$ cat config.mk
export PLATFORM = sky130hd
export DESIGN_NAME = integer_to_ascii_formatter_core_flat
export DESIGN_NICKNAME = d
export VERILOG_FILES = /design/src/rtl/i2a_pkg.sv /design/src/rtl/i2a_num_if.sv /design/src/rtl/i2a_chr_if.sv /design/src/rtl/i2a_bcd.sv /design/src/rtl/integer_to_ascii_formatter_core.sv /design/src/flat_wrapper.sv
export VERILOG_INCLUDE_DIRS = /design/src /design/src/rtl
export SDC_FILE = /design/constraint.sdc
export NUM_CORES = 1
export LEC_CHECK = 0
export ABC_AREA = 1
export BUFFER_PORTS_ARGS = -buffer_cell sky130_fd_sc_hd__buf_2
export CAP_MARGIN = 5
export CELL_PAD_IN_SITES_DETAIL_PLACEMENT = 0
export CELL_PAD_IN_SITES_GLOBAL_PLACEMENT = 2
export CORE_MARGIN = 1
export CORE_UTILIZATION = 30
export DETAILED_ROUTE_END_ITERATION = 10
export GPL_TIMING_DRIVEN = 0
export PLACE_DENSITY = 0.8
export SETUP_SLACK_MARGIN = 0.2
export SKIP_LAST_GASP = 1
export SLEW_MARGIN = 20
export SYNTH_ARGS = -nofsm -noshare
export SYNTH_HDL_FRONTEND = slang
export SYNTH_SLANG_ARGS = --single-unit
$ cat constraint.sdc
create_clock -name clk -period 3.3 [get_ports clk]
set_clock_uncertainty 0.05 [all_clocks]
set_input_delay 0.33 -clock clk [delete_from_list [all_inputs] [get_ports clk]]
set_output_delay 0.33 -clock clk [all_outputs]
set_load 0.005 [all_outputs]
$ cat src/rtl/integer_to_ascii_formatter_core_defines.svh
// assertion helpers for the formatter core
`ifndef INTEGER_TO_ASCII_FORMATTER_CORE_DEFINES_SVH
`define INTEGER_TO_ASCII_FORMATTER_CORE_DEFINES_SVH

// same-cycle implication, checked out of reset
`define I2A_ASSERT_NOW(label, clk, rst_n, ante, cons) \
	label: assert property (@(posedge clk) disable iff (!rst_n) (ante) |-> (cons)) \
		else $error("i2a assertion failed");

// next-cycle implication, checked out of reset
`define I2A_ASSERT_NEXT(label, clk, rst_n, ante, cons) \
	label: assert property (@(posedge clk) disable iff (!rst_n) (ante) |=> (cons)) \
		else $error("i2a assertion failed");

`endif

$ cat src/rtl/i2a_pkg.sv
`default_nettype none
package i2a_pkg;

	localparam int VALUE_WIDTH = 64;
	// decimal digits needed for VALUE_WIDTH bits: floor(w * log10(2)) + 1
	localparam int NDIG = (VALUE_WIDTH * 30103) / 100000 + 1;
	localparam int DBUF_W = NDIG * 4;
	localparam int NDIG_W = $clog2(NDIG + 1);
	localparam int BITCNT_W = $clog2(VALUE_WIDTH + 1);
	localparam int ADDR_W = 3;
	localparam int DATA_W = 32;

	localparam logic [1:0] CMD_SIGNED = 2'd0;
	localparam logic [1:0] CMD_UNSIGNED = 2'd1;
	localparam logic [1:0] CMD_HEX = 2'd2;
	localparam logic [1:0] CMD_NONE = 2'd3;

	localparam logic [15:0] COUNT_MAX = 16'hFFFF;
	localparam logic [6:0] CHAR_MINUS = 7'h2D;
	localparam logic [6:0] CHAR_ZERO = 7'h30;
	localparam logic [6:0] CHAR_LOWER_A = 7'h61;
	localparam logic [6:0] CHAR_UPPER_A = 7'h41;

	localparam logic REG_HEX_UPPER = 1'b0;

	typedef struct packed {
		logic [1:0] cmd;
		logic [63:0] value;
		logic [15:0] start_count;
	} num_item_t;

	typedef struct packed {
		logic [6:0] ascii_char;
		logic last;
		logic [15:0] total_count;
	} chr_item_t;

	// status from the serial bcd unit
	typedef struct packed {
		logic busy;
		logic done;
	} bcd_stat_t;

	function automatic logic [6:0] digit_char(input logic [3:0] nib, input logic upper);
		logic [6:0] base;
		begin
			base = upper ? CHAR_UPPER_A : CHAR_LOWER_A;
			if (nib < 4'd10) begin
				digit_char = CHAR_ZERO + {3'b000, nib};
			end else begin
				digit_char = base + {3'b000, nib - 4'd10};
			end
		end
	endfunction

	function automatic logic [15:0] count_bump(input logic [15:0] cnt);
		begin
			count_bump = (cnt == COUNT_MAX) ? COUNT_MAX : cnt + 16'd1;
		end
	endfunction

endpackage
`default_nettype wire

$ cat src/rtl/i2a_num_if.sv
`default_nettype none
interface i2a_num_if import i2a_pkg::*; ();
	logic valid;
	logic ready;
	num_item_t data;

	modport source (output valid, output data, input ready);
	modport sink (input valid, input data, output ready);
endinterface
`default_nettype wire

$ cat src/rtl/i2a_chr_if.sv
`default_nettype none
interface i2a_chr_if import i2a_pkg::*; ();
	logic valid;
	logic ready;
	chr_item_t data;

	modport source (output valid, output data, input ready);
	modport sink (input valid, input data, output ready);
endinterface
`default_nettype wire

$ cat src/rtl/i2a_bcd.sv
`default_nettype none
// bit-serial binary to bcd (shift and add 3), one input bit per cycle
module i2a_bcd import i2a_pkg::*; (
	input wire logic clk,
	input wire logic arst_n,
	input wire logic start,
	input wire logic [VALUE_WIDTH-1:0] bin,
	output bcd_stat_t stat,
	output logic [DBUF_W-1:0] bcd
);

	logic [VALUE_WIDTH-1:0] shreg_q;
	logic [DBUF_W-1:0] bcd_q;
	logic [BITCNT_W-1:0] cnt_q;
	logic busy_q;
	logic done_q;
	logic [DBUF_W-1:0] adj;

	// digits >= 5 get 3 added before the shift
	always_comb begin
		for (int d = 0; d < NDIG; d++) begin
			adj[d*4 +: 4] = (bcd_q[d*4 +: 4] >= 4'd5) ? bcd_q[d*4 +: 4] + 4'd3
				: bcd_q[d*4 +: 4];
		end
	end

	always_ff @(posedge clk or negedge arst_n) begin
		if (!arst_n) begin
			busy_q <= 1'b0;
			done_q <= 1'b0;
			cnt_q <= '0;
		end else begin
			done_q <= !start && busy_q && (cnt_q == BITCNT_W'(1));
			if (start) begin
				busy_q <= 1'b1;
				cnt_q <= BITCNT_W'(VALUE_WIDTH);
			end else if (busy_q) begin
				cnt_q <= cnt_q - 1'b1;
				if (cnt_q == BITCNT_W'(1)) begin
					busy_q <= 1'b0;
				end
			end
		end
	end

	always_ff @(posedge clk) begin
		if (start) begin
			shreg_q <= bin;
			bcd_q <= '0;
		end else if (busy_q) begin
			shreg_q <= {shreg_q[VALUE_WIDTH-2:0], 1'b0};
			bcd_q <= {adj[DBUF_W-2:0], shreg_q[VALUE_WIDTH-1]};
		end
	end

	assign stat.busy = busy_q;
	assign stat.done = done_q;
	assign bcd = bcd_q;

endmodule
`default_nettype wire

$ cat src/rtl/integer_to_ascii_formatter_core.sv
// integer to ascii formatter
// num channel (sink): one item carries cmd, value and start_count; cmd selects
//   signed decimal, unsigned decimal or hex, the unused code is taken and dropped
// chars channel (source): one item per character, most significant digit first,
//   a leading minus for negative signed values, last set on the final digit,
//   total_count is start_count plus characters so far, saturating at 65535
// apb port: register 0 (byte address 0) bit 0 is hex_upper, picks A-F over a-f
// decimal passes through the bit-serial bcd unit (VALUE_WIDTH shifts and a
//   done strobe), then a pass drops the leading zero digits (up to 19), then
//   the characters go out in turn, held while the receiver stalls; hex skips
//   the bcd unit and runs the same leading zero pass over the 20-digit buffer
// one number is worked at a time: num.ready is high only while idle
// the last character sits in the output register while the next number is
//   already taken; a stalled receiver freezes character emission in place
// reset clears hex_upper, the state and the output valid
`default_nettype none
`include "integer_to_ascii_formatter_core_defines.svh"
module integer_to_ascii_formatter_core import i2a_pkg::*; (
	input wire logic clk,
	input wire logic arst_n,
	i2a_num_if.sink num,
	i2a_chr_if.source chars,
	input wire logic psel,
	input wire logic penable,
	input wire logic pwrite,
	input wire logic [ADDR_W-1:0] paddr,
	input wire logic [DATA_W-1:0] pwdata,
	output logic [DATA_W-1:0] prdata,
	output logic pready
);

	localparam logic [1:0] ST_IDLE = 2'd0;
	localparam logic [1:0] ST_CONV = 2'd1;
	localparam logic [1:0] ST_SKIP = 2'd2;
	localparam logic [1:0] ST_EMIT = 2'd3;

	logic [1:0] state_q;
	logic hex_upper_q;
	logic neg_q;
	logic [15:0] count_q;
	logic [NDIG_W-1:0] ndig_q;
	logic [DBUF_W-1:0] dig_q;
	logic ovalid_q;
	chr_item_t odata_q;

	logic take;
	logic adv;
	logic [VALUE_WIDTH-1:0] raw;
	logic is_neg;
	logic [VALUE_WIDTH-1:0] mag;
	logic [3:0] top_nib;
	logic bcd_start;
	bcd_stat_t bcd_stat;
	logic [DBUF_W-1:0] bcd_digits;

	// register port, one register at word 0
	assign pready = 1'b1;
	always_comb begin
		prdata = '0;
		if (paddr[2] == REG_HEX_UPPER) begin
			prdata[0] = hex_upper_q;
		end
	end

	always_ff @(posedge clk or negedge arst_n) begin
		if (!arst_n) begin
			hex_upper_q <= 1'b0;
		end else if (psel && penable && pwrite && pready && paddr[2] == REG_HEX_UPPER) begin
			hex_upper_q <= pwdata[0];
		end
	end

	// input side: magnitude of the masked value
	assign num.ready = (state_q == ST_IDLE);
	assign take = num.valid && num.ready;
	assign raw = num.data.value[VALUE_WIDTH-1:0];
	assign is_neg = (num.data.cmd == CMD_SIGNED) && raw[VALUE_WIDTH-1];
	assign mag = is_neg ? (~raw + 1'b1) : raw;
	assign bcd_start = take && (num.data.cmd == CMD_SIGNED || num.data.cmd == CMD_UNSIGNED);

	i2a_bcd u_bcd (
		.clk(clk),
		.arst_n(arst_n),
		.start(bcd_start),
		.bin(mag),
		.stat(bcd_stat),
		.bcd(bcd_digits)
	);

	// output register moves when empty or being taken
	assign adv = !ovalid_q || chars.ready;
	assign top_nib = dig_q[DBUF_W-1 -: 4];

	always_ff @(posedge clk or negedge arst_n) begin
		if (!arst_n) begin
			state_q <= ST_IDLE;
			ovalid_q <= 1'b0;
		end else begin
			if (state_q == ST_EMIT && adv) begin
				ovalid_q <= 1'b1;
			end else if (chars.ready) begin
				ovalid_q <= 1'b0;
			end
			unique case (state_q)
				ST_IDLE: begin
					if (take) begin
						unique case (num.data.cmd)
							CMD_SIGNED, CMD_UNSIGNED: state_q <= ST_CONV;
							CMD_HEX: state_q <= ST_SKIP;
							default: state_q <= ST_IDLE;
						endcase
					end
				end
				ST_CONV: begin
					if (bcd_stat.done) begin
						state_q <= ST_SKIP;
					end
				end
				ST_SKIP: begin
					// stop at the first nonzero digit, or keep a lone zero
					if (top_nib != 4'd0 || ndig_q == NDIG_W'(1)) begin
						state_q <= ST_EMIT;
					end
				end
				ST_EMIT: begin
					if (adv && !neg_q && ndig_q == NDIG_W'(1)) begin
						state_q <= ST_IDLE;
					end
				end
				default: state_q <= ST_IDLE;
			endcase
		end
	end

	// datapath
	always_ff @(posedge clk) begin
		unique case (state_q)
			ST_IDLE: begin
				if (take) begin
					neg_q <= is_neg;
					count_q <= num.data.start_count;
					ndig_q <= NDIG_W'(NDIG);
					dig_q <= {{(DBUF_W-VALUE_WIDTH){1'b0}}, mag};
				end
			end
			ST_CONV: begin
				if (bcd_stat.done) begin
					dig_q <= bcd_digits;
				end
			end
			ST_SKIP: begin
				if (top_nib == 4'd0 && ndig_q != NDIG_W'(1)) begin
					dig_q <= {dig_q[DBUF_W-5:0], 4'h0};
					ndig_q <= ndig_q - 1'b1;
				end
			end
			ST_EMIT: begin
				if (adv) begin
					count_q <= count_bump(count_q);
					odata_q.total_count <= count_bump(count_q);
					if (neg_q) begin
						// sign goes out ahead of the digits
						neg_q <= 1'b0;
						odata_q.ascii_char <= CHAR_MINUS;
						odata_q.last <= 1'b0;
					end else begin
						odata_q.ascii_char <= digit_char(top_nib, hex_upper_q);
						odata_q.last <= (ndig_q == NDIG_W'(1));
						dig_q <= {dig_q[DBUF_W-5:0], 4'h0};
						ndig_q <= ndig_q - 1'b1;
					end
				end
			end
			default: begin
			end
		endcase
	end

	assign chars.valid = ovalid_q;
	assign chars.data = odata_q;

	// digit count never runs out while digits are pending
	`I2A_ASSERT_NOW(a_ndig_live, clk, arst_n, (state_q == ST_SKIP || state_q == ST_EMIT), (ndig_q != '0))
	// the final digit sends the sequencer back to idle
	`I2A_ASSERT_NEXT(a_last_idle, clk, arst_n, (state_q == ST_EMIT && adv && !neg_q && ndig_q == NDIG_W'(1)), (state_q == ST_IDLE && ovalid_q && chars.data.last))
	// the bcd unit reports done only on leaving conversion
	`I2A_ASSERT_NOW(a_done_in_conv, clk, arst_n, bcd_stat.done, (state_q == ST_CONV && !bcd_stat.busy))

endmodule
`default_nettype wire
$ cat src/flat_wrapper.sv
// flat-port wrapper written by rule: the top's interface ports become plain ports
module integer_to_ascii_formatter_core_flat import i2a_pkg::*;
  (clk, arst_n, psel, penable, pwrite, paddr, pwdata, prdata, pready, num_valid, num_data, num_ready, chars_valid, chars_data, chars_ready);
  i2a_num_if num_i ();
  i2a_chr_if chars_i ();
  input wire logic clk;
  input wire logic arst_n;
  input wire logic psel;
  input wire logic penable;
  input wire logic pwrite;
  input wire logic [ADDR_W-1:0] paddr;
  input wire logic [DATA_W-1:0] pwdata;
  output logic [DATA_W-1:0] prdata;
  output logic pready;
  input wire logic [$bits(num_i.valid)-1:0] num_valid;
  input wire logic [$bits(num_i.data)-1:0] num_data;
  output wire logic [$bits(num_i.ready)-1:0] num_ready;
  output wire logic [$bits(chars_i.valid)-1:0] chars_valid;
  output wire logic [$bits(chars_i.data)-1:0] chars_data;
  input wire logic [$bits(chars_i.ready)-1:0] chars_ready;
  assign num_i.valid = num_valid;
  assign num_i.data = num_data;
  assign num_ready = num_i.ready;
  assign chars_valid = chars_i.valid;
  assign chars_data = chars_i.data;
  assign chars_i.ready = chars_ready;
  integer_to_ascii_formatter_core u_core (.clk(clk), .arst_n(arst_n), .num(num_i), .chars(chars_i), .psel(psel), .penable(penable), .pwrite(pwrite), .paddr(paddr), .pwdata(pwdata), .prdata(prdata), .pready(pready));
endmodule
==> impl_results.html <==
<table>
<tr><th>Metric</th><th>Value</th></tr>
<tr><th colspan="2">Synth</th></tr>
<tr><td>Most used standard cell by instance count after synthesis</td><td>nand2_1</td></tr>
<tr><td>Number of unique standard cell types used by synthesis</td><td>49</td></tr>
<tr><td>Mean Syn Cell Area</td><td>around 7.9 um^2</td></tr>
<tr><td>Number of enable flip-flop cells after synthesis</td><td>190</td></tr>
<tr><td>Most frequently used flop master after synthesis</td><td>edfxtp_1</td></tr>
<tr><td>Gate count of the mapped netlist</td><td>about 2.1k</td></tr>
<tr><td>Number of warning messages in the yosys log</td><td>0</td></tr>
<tr><td>Cell Area, Synth</td><td>about 0.016 mm^2</td></tr>
<tr><td>Portion of synthesized cell area occupied by the leading cell type</td><td>a little over a third</td></tr>
<tr><td>Number of synthesized register bits</td><td>approximately 280</td></tr>
<tr><td>FFs w/ async S/R, synth</td><td>under 10%</td></tr>
<tr><td>Sequential-to-total area share from yosys stat</td><td>a little under half</td></tr>
<tr><td>Dominant cells by area after synthesis</td><td>edfxtp_1 (35%), nand2_1 (15%), dfxtp_1 (9.8%), inv_1 (5.0%), o21ai_0 (4.8%)</td></tr>
<tr><td>Library cell with the largest summed area after synthesis</td><td>edfxtp_1</td></tr>
<tr><td>Top cells by instance count after synthesis</td><td>nand2_1 (645), inv_1 (219), edfxtp_1 (190)</td></tr>
<tr><th colspan="2">Clocking</th></tr>
<tr><td>Depth of the CTS H-tree</td><td>1</td></tr>
<tr><td>TritonCTS clock tree</td><td>done</td></tr>
<tr><td>Clock tree root buffer cell</td><td>clkbuf_16</td></tr>
<tr><td>PostCTS Resize Cnt</td><td>0</td></tr>
<tr><td>Clock input transition at the sequential cells of the worst setup and hold paths</td><td>approximately 0.060 ns</td></tr>
<tr><td>CTS hold repair buffers</td><td>14</td></tr>
<tr><td>Total number of clock tree sinks</td><td>283</td></tr>
<tr><td>Maximum clock insertion buffer count</td><td>3</td></tr>
<tr><td>Clock Latency Late Sink</td><td>slightly below 0.6 ns</td></tr>
<tr><td>Total CTS buffers</td><td>31</td></tr>
<tr><td>Number of buffers inserted by post-CTS setup repair</td><td>0</td></tr>
<tr><th colspan="2">Detailed routing</th></tr>
<tr><td>Drt initial violations</td><td>around 1.2k</td></tr>
<tr><td>Avg WL per Cell</td><td>roughly 18 um</td></tr>
<tr><td>Via count</td><td>14.2k</td></tr>
<tr><td>Post-route ant nets</td><td>0</td></tr>
<tr><td>Number of remaining DRC errors</td><td>0</td></tr>
<tr><td>Routed vias/inst</td><td>4.76</td></tr>
<tr><td>Routed Wire Length</td><td>52400 um</td></tr>
<tr><td>Pre-Repair DR Iteration Count</td><td>5</td></tr>
<tr><th colspan="2">Floorplanning</th></tr>
<tr><td>Effective utilization at floorplan</td><td>roughly 30%</td></tr>
<tr><td>Die Area</td><td>about 0.056 mm^2</td></tr>
<tr><td>DIE HEIGHT</td><td>approximately 240 um</td></tr>
<tr><td>Number of I/O pins</td><td>~180</td></tr>
<tr><td>Core region area</td><td>~0.054 mm^2</td></tr>
<tr><td>Horiz. Die Dim</td><td>between 200 and 250 um</td></tr>
<tr><td>Number of rows created at floorplan</td><td>between 80 and 90</td></tr>
<tr><th colspan="2">STA</th></tr>
<tr><td>Final hold violations</td><td>0</td></tr>
<tr><td>Final worst-path cycle share</td><td>84.9%</td></tr>
<tr><td>Worst relative slew slack</td><td>34.2%</td></tr>
<tr><td>Post-layout minimum cycle time</td><td>between 2 and 3 ns</td></tr>
<tr><td>Worst-margin pin slew</td><td>0.988 ns</td></tr>
<tr><td>Max Clock Freq</td><td>around 0.36 GHz</td></tr>
<tr><td>Unrepaired setup endpoints after global routing</td><td>no</td></tr>
<tr><td>Final number of max-transition violations</td><td>0</td></tr>
<tr><td>Setup Viol. Count Final</td><td>0</td></tr>
<tr><th colspan="2">Setup path</th></tr>
<tr><td>Critical-path cell list</td><td>inv_1, ha_1, nand2_1, nor2_1, nor2_2, inv_2, clkbuf_4, buf_12</td></tr>
<tr><td>Cell type of the slowest stage on the worst timing path</td><td>clkbuf_4</td></tr>
<tr><td>Worst-path fanout max</td><td>42</td></tr>
<tr><td>Critical path launch point type</td><td>flop</td></tr>
<tr><td>Critical path capture point type</td><td>flop</td></tr>
<tr><td>Data arrival at the endpoint of the critical path</td><td>between 3 and 4 ns</td></tr>
<tr><td>Largest stage delay on the critical path</td><td>between 0.5 and 0.6 ns</td></tr>
<tr><td>Worst Setup Path Type</td><td>flop to flop</td></tr>
<tr><td>Required time of the critical path</td><td>3.51 ns</td></tr>
<tr><th colspan="2">Place</th></tr>
<tr><td>HPWL Detailed</td><td>around 40000 um</td></tr>
<tr><td>Global placer's final weighted congestion</td><td>approximately 0.86</td></tr>
<tr><td>Standard cell area after detailed placement</td><td>0.0180 mm^2</td></tr>
<tr><td>I/O Buffers</td><td>approximately 120</td></tr>
<tr><th colspan="2">Final layout</th></tr>
<tr><td>Sequential Area</td><td>about 0.0076 mm^2</td></tr>
<tr><td>Fin util</td><td>between 30% and 40%</td></tr>
<tr><td>Count of antenna diodes in the layout</td><td>0</td></tr>
<tr><td>Layout cells sized above 1</td><td>11.9%</td></tr>
<tr><td>Post-layout instance area</td><td>approximately 0.019 mm^2</td></tr>
<tr><td>Count of fill cells added during filler insertion</td><td>approximately 5.7k</td></tr>
<tr><td>Area occupied by multi-input gates</td><td>between 0.007 and 0.008 mm^2</td></tr>
<tr><td>Layout-stage area growth over the synthesis result</td><td>17.3%</td></tr>
<tr><td>Nets@finish</td><td>roughly 2.4k</td></tr>
<tr><th colspan="2">GRT</th></tr>
<tr><td>GRT Total Usage</td><td>18.6%</td></tr>
<tr><td>First-pass GRT wire length</td><td>80300 um</td></tr>
<tr><td>Grt ovf</td><td>0</td></tr>
<tr><td>Antenna violations before repair</td><td>0</td></tr>
<tr><td>Pin count of the biggest net entering global routing</td><td>~60</td></tr>
<tr><td>Number of global-route vias before repair</td><td>~14k</td></tr>
<tr><th colspan="2">Job</th></tr>
<tr><td>Max-cap viol count</td><td>0</td></tr>
<tr><th colspan="2">Outcome</th></tr>
<tr><td>Run status</td><td>completed</td></tr>
<tr><th colspan="2">Pwr</th></tr>
<tr><td>Worst vdd rail ir drop</td><td>around 0.43 mV</td></tr>
<tr><td>Pleak</td><td>around 8.5 nW</td></tr>
<tr><td>Pwr dens</td><td>between 900 and 1000 mW/mm^2</td></tr>
<tr><th colspan="2">Hold path</th></tr>
<tr><td>Type of the most critical hold path</td><td>input port to flop</td></tr>
</table>
## power by group
part | leakage, nW | switching (W) | internal [W] | total (W)
clock network | 0.530 | 0.00148 | 0.00219 | 0.00367
logic | 5.25 | 0.00471 | 0.00227 | 0.00698
registers | 2.74 | 0.000831 | 0.00603 | 0.00686
## metrics by stage
stage | instances | total power, W | setup TNS [ns] | hold WS (ns) | setup slack [ns]
finish | 2989 | 0.0175 | 0 | 0.0346 | 0.499
CTS | 2989 | 0.0177 | 0 | 0.00271 | 0.419
floorplan | 2102 | 0.0115 | 0 | -0.0156 | 0.218
global placement | 2915 | 0.0136 | -94.87 | 0.198 | -0.993
detailed placement | 2917 | 0.0139 | 0 | 0.193 | 0.445
global route | 2989 | 0.0189 | 0 | 0.0243 | 0.245
## cell type report
class,instances,area share (%)
Clock buffer,48,4.88
Clock inverter,10,0.708
Sequential cell,283,39.6
Timing Repair Buffer,133,4.01
Buffer,108,3.00
Inverter,224,4.39
Tap cell,696,4.52
Multi-Input combinational cell,1487,38.9
## state kept, by name (all words and copies together), names as in the netlist
register,flops
u_core.count_q,16
u_core.ndig_q,5
u_core.u_bcd.bcd,80
u_core.u_bcd.cnt_q,7
u_core.dig_q,80
u_core.chars.valid,1
u_core.u_bcd.busy_q,1
u_core.u_bcd.done_q,1
u_core.chars.data,24
u_core.hex_upper_q,1
u_core.u_bcd.shreg_q,64
u_core.neg_q,1
u_core.state_q,2
## worst paths after layout
| check | startpoint | end | slack [ns] | cells past startpoint |
|---|---|---|---|---|
| worst max-delay path | u_core.state_q[0] | u_core.u_bcd.shreg_q[49] | 0.50 | 8 |
| worst min-delay path | num_data[2] | u_core.count_q[2] | 0.03 | 3 |
| worst max register to register | u_core.state_q[0] | u_core.u_bcd.shreg_q[49] | 0.50 | 8 |
| worst min register to register | u_core.u_bcd.bcd[79] | u_core.u_bcd.bcd[79] | 0.45 | 2 |
| max in group asynchronous | arst_n | u_core.u_bcd.cnt_q[4] | 2.82 | 2 |
| min in group asynchronous | arst_n | u_core.chars.valid | 0.13 | 2 |
## cell families after synthesis
logic type	after synthesis	synth area share [%]
adder cells (fa/ha/maj)	55	4.19
buffers and inverters	332	8.63
AO/OA/AOI/OAI	314	11.4
flip-flops	283	46.5
other	2	0.0457
XOR/XNOR	69	3.68
AND/OR/NAND/NOR	1017	25.6
## cells in the final DEF (no fill, tap or decap), types with 6 or more instances in the layout
cell type      instances
nand2_1              645
inv_1                218
edfxtp_1             190
nor2_1               166
o21ai_0              157
nand3_1              134
buf_2                132
dfxtp_1               80
xor2_1                59
ha_1                  55
clkbuf_1              54
a21oi_1               45
buf_4                 34
conb_1                32
clkbuf_16             32
a22oi_1               24
or2_2                 21
o22ai_1               21
o31ai_1               19
o32ai_1               19
nand4_1               15
dlygate4sd3_1         14
dfrtp_1               13
xnor2_1               10
nor2_2                 9
buf_1                  9
clkbuf_8               8
a32o_1                 7
a31oi_1                6
## routing by layer
metal / global-route usage (%) / up-vias / share of wire [%]
li1: - / 7163 / -
met5: 0 / - / 0
met3: 2.31 / 59 / 5.0
met1: 24.4 / 6668 / 45
met4: 4.63 / 0 / 2.0
met2: 32.4 / 338 / 48
## critical path: cells and delay by family, from the launching register on
family / cells / cell delay (ns)
buf+inv: 4 / 1.22
simple gates: 3 / 0.46
fa+ha+maj: 1 / 0.25
flops: 1 / 0.42
No activity file was read; power rests on OpenSTA's default activity.
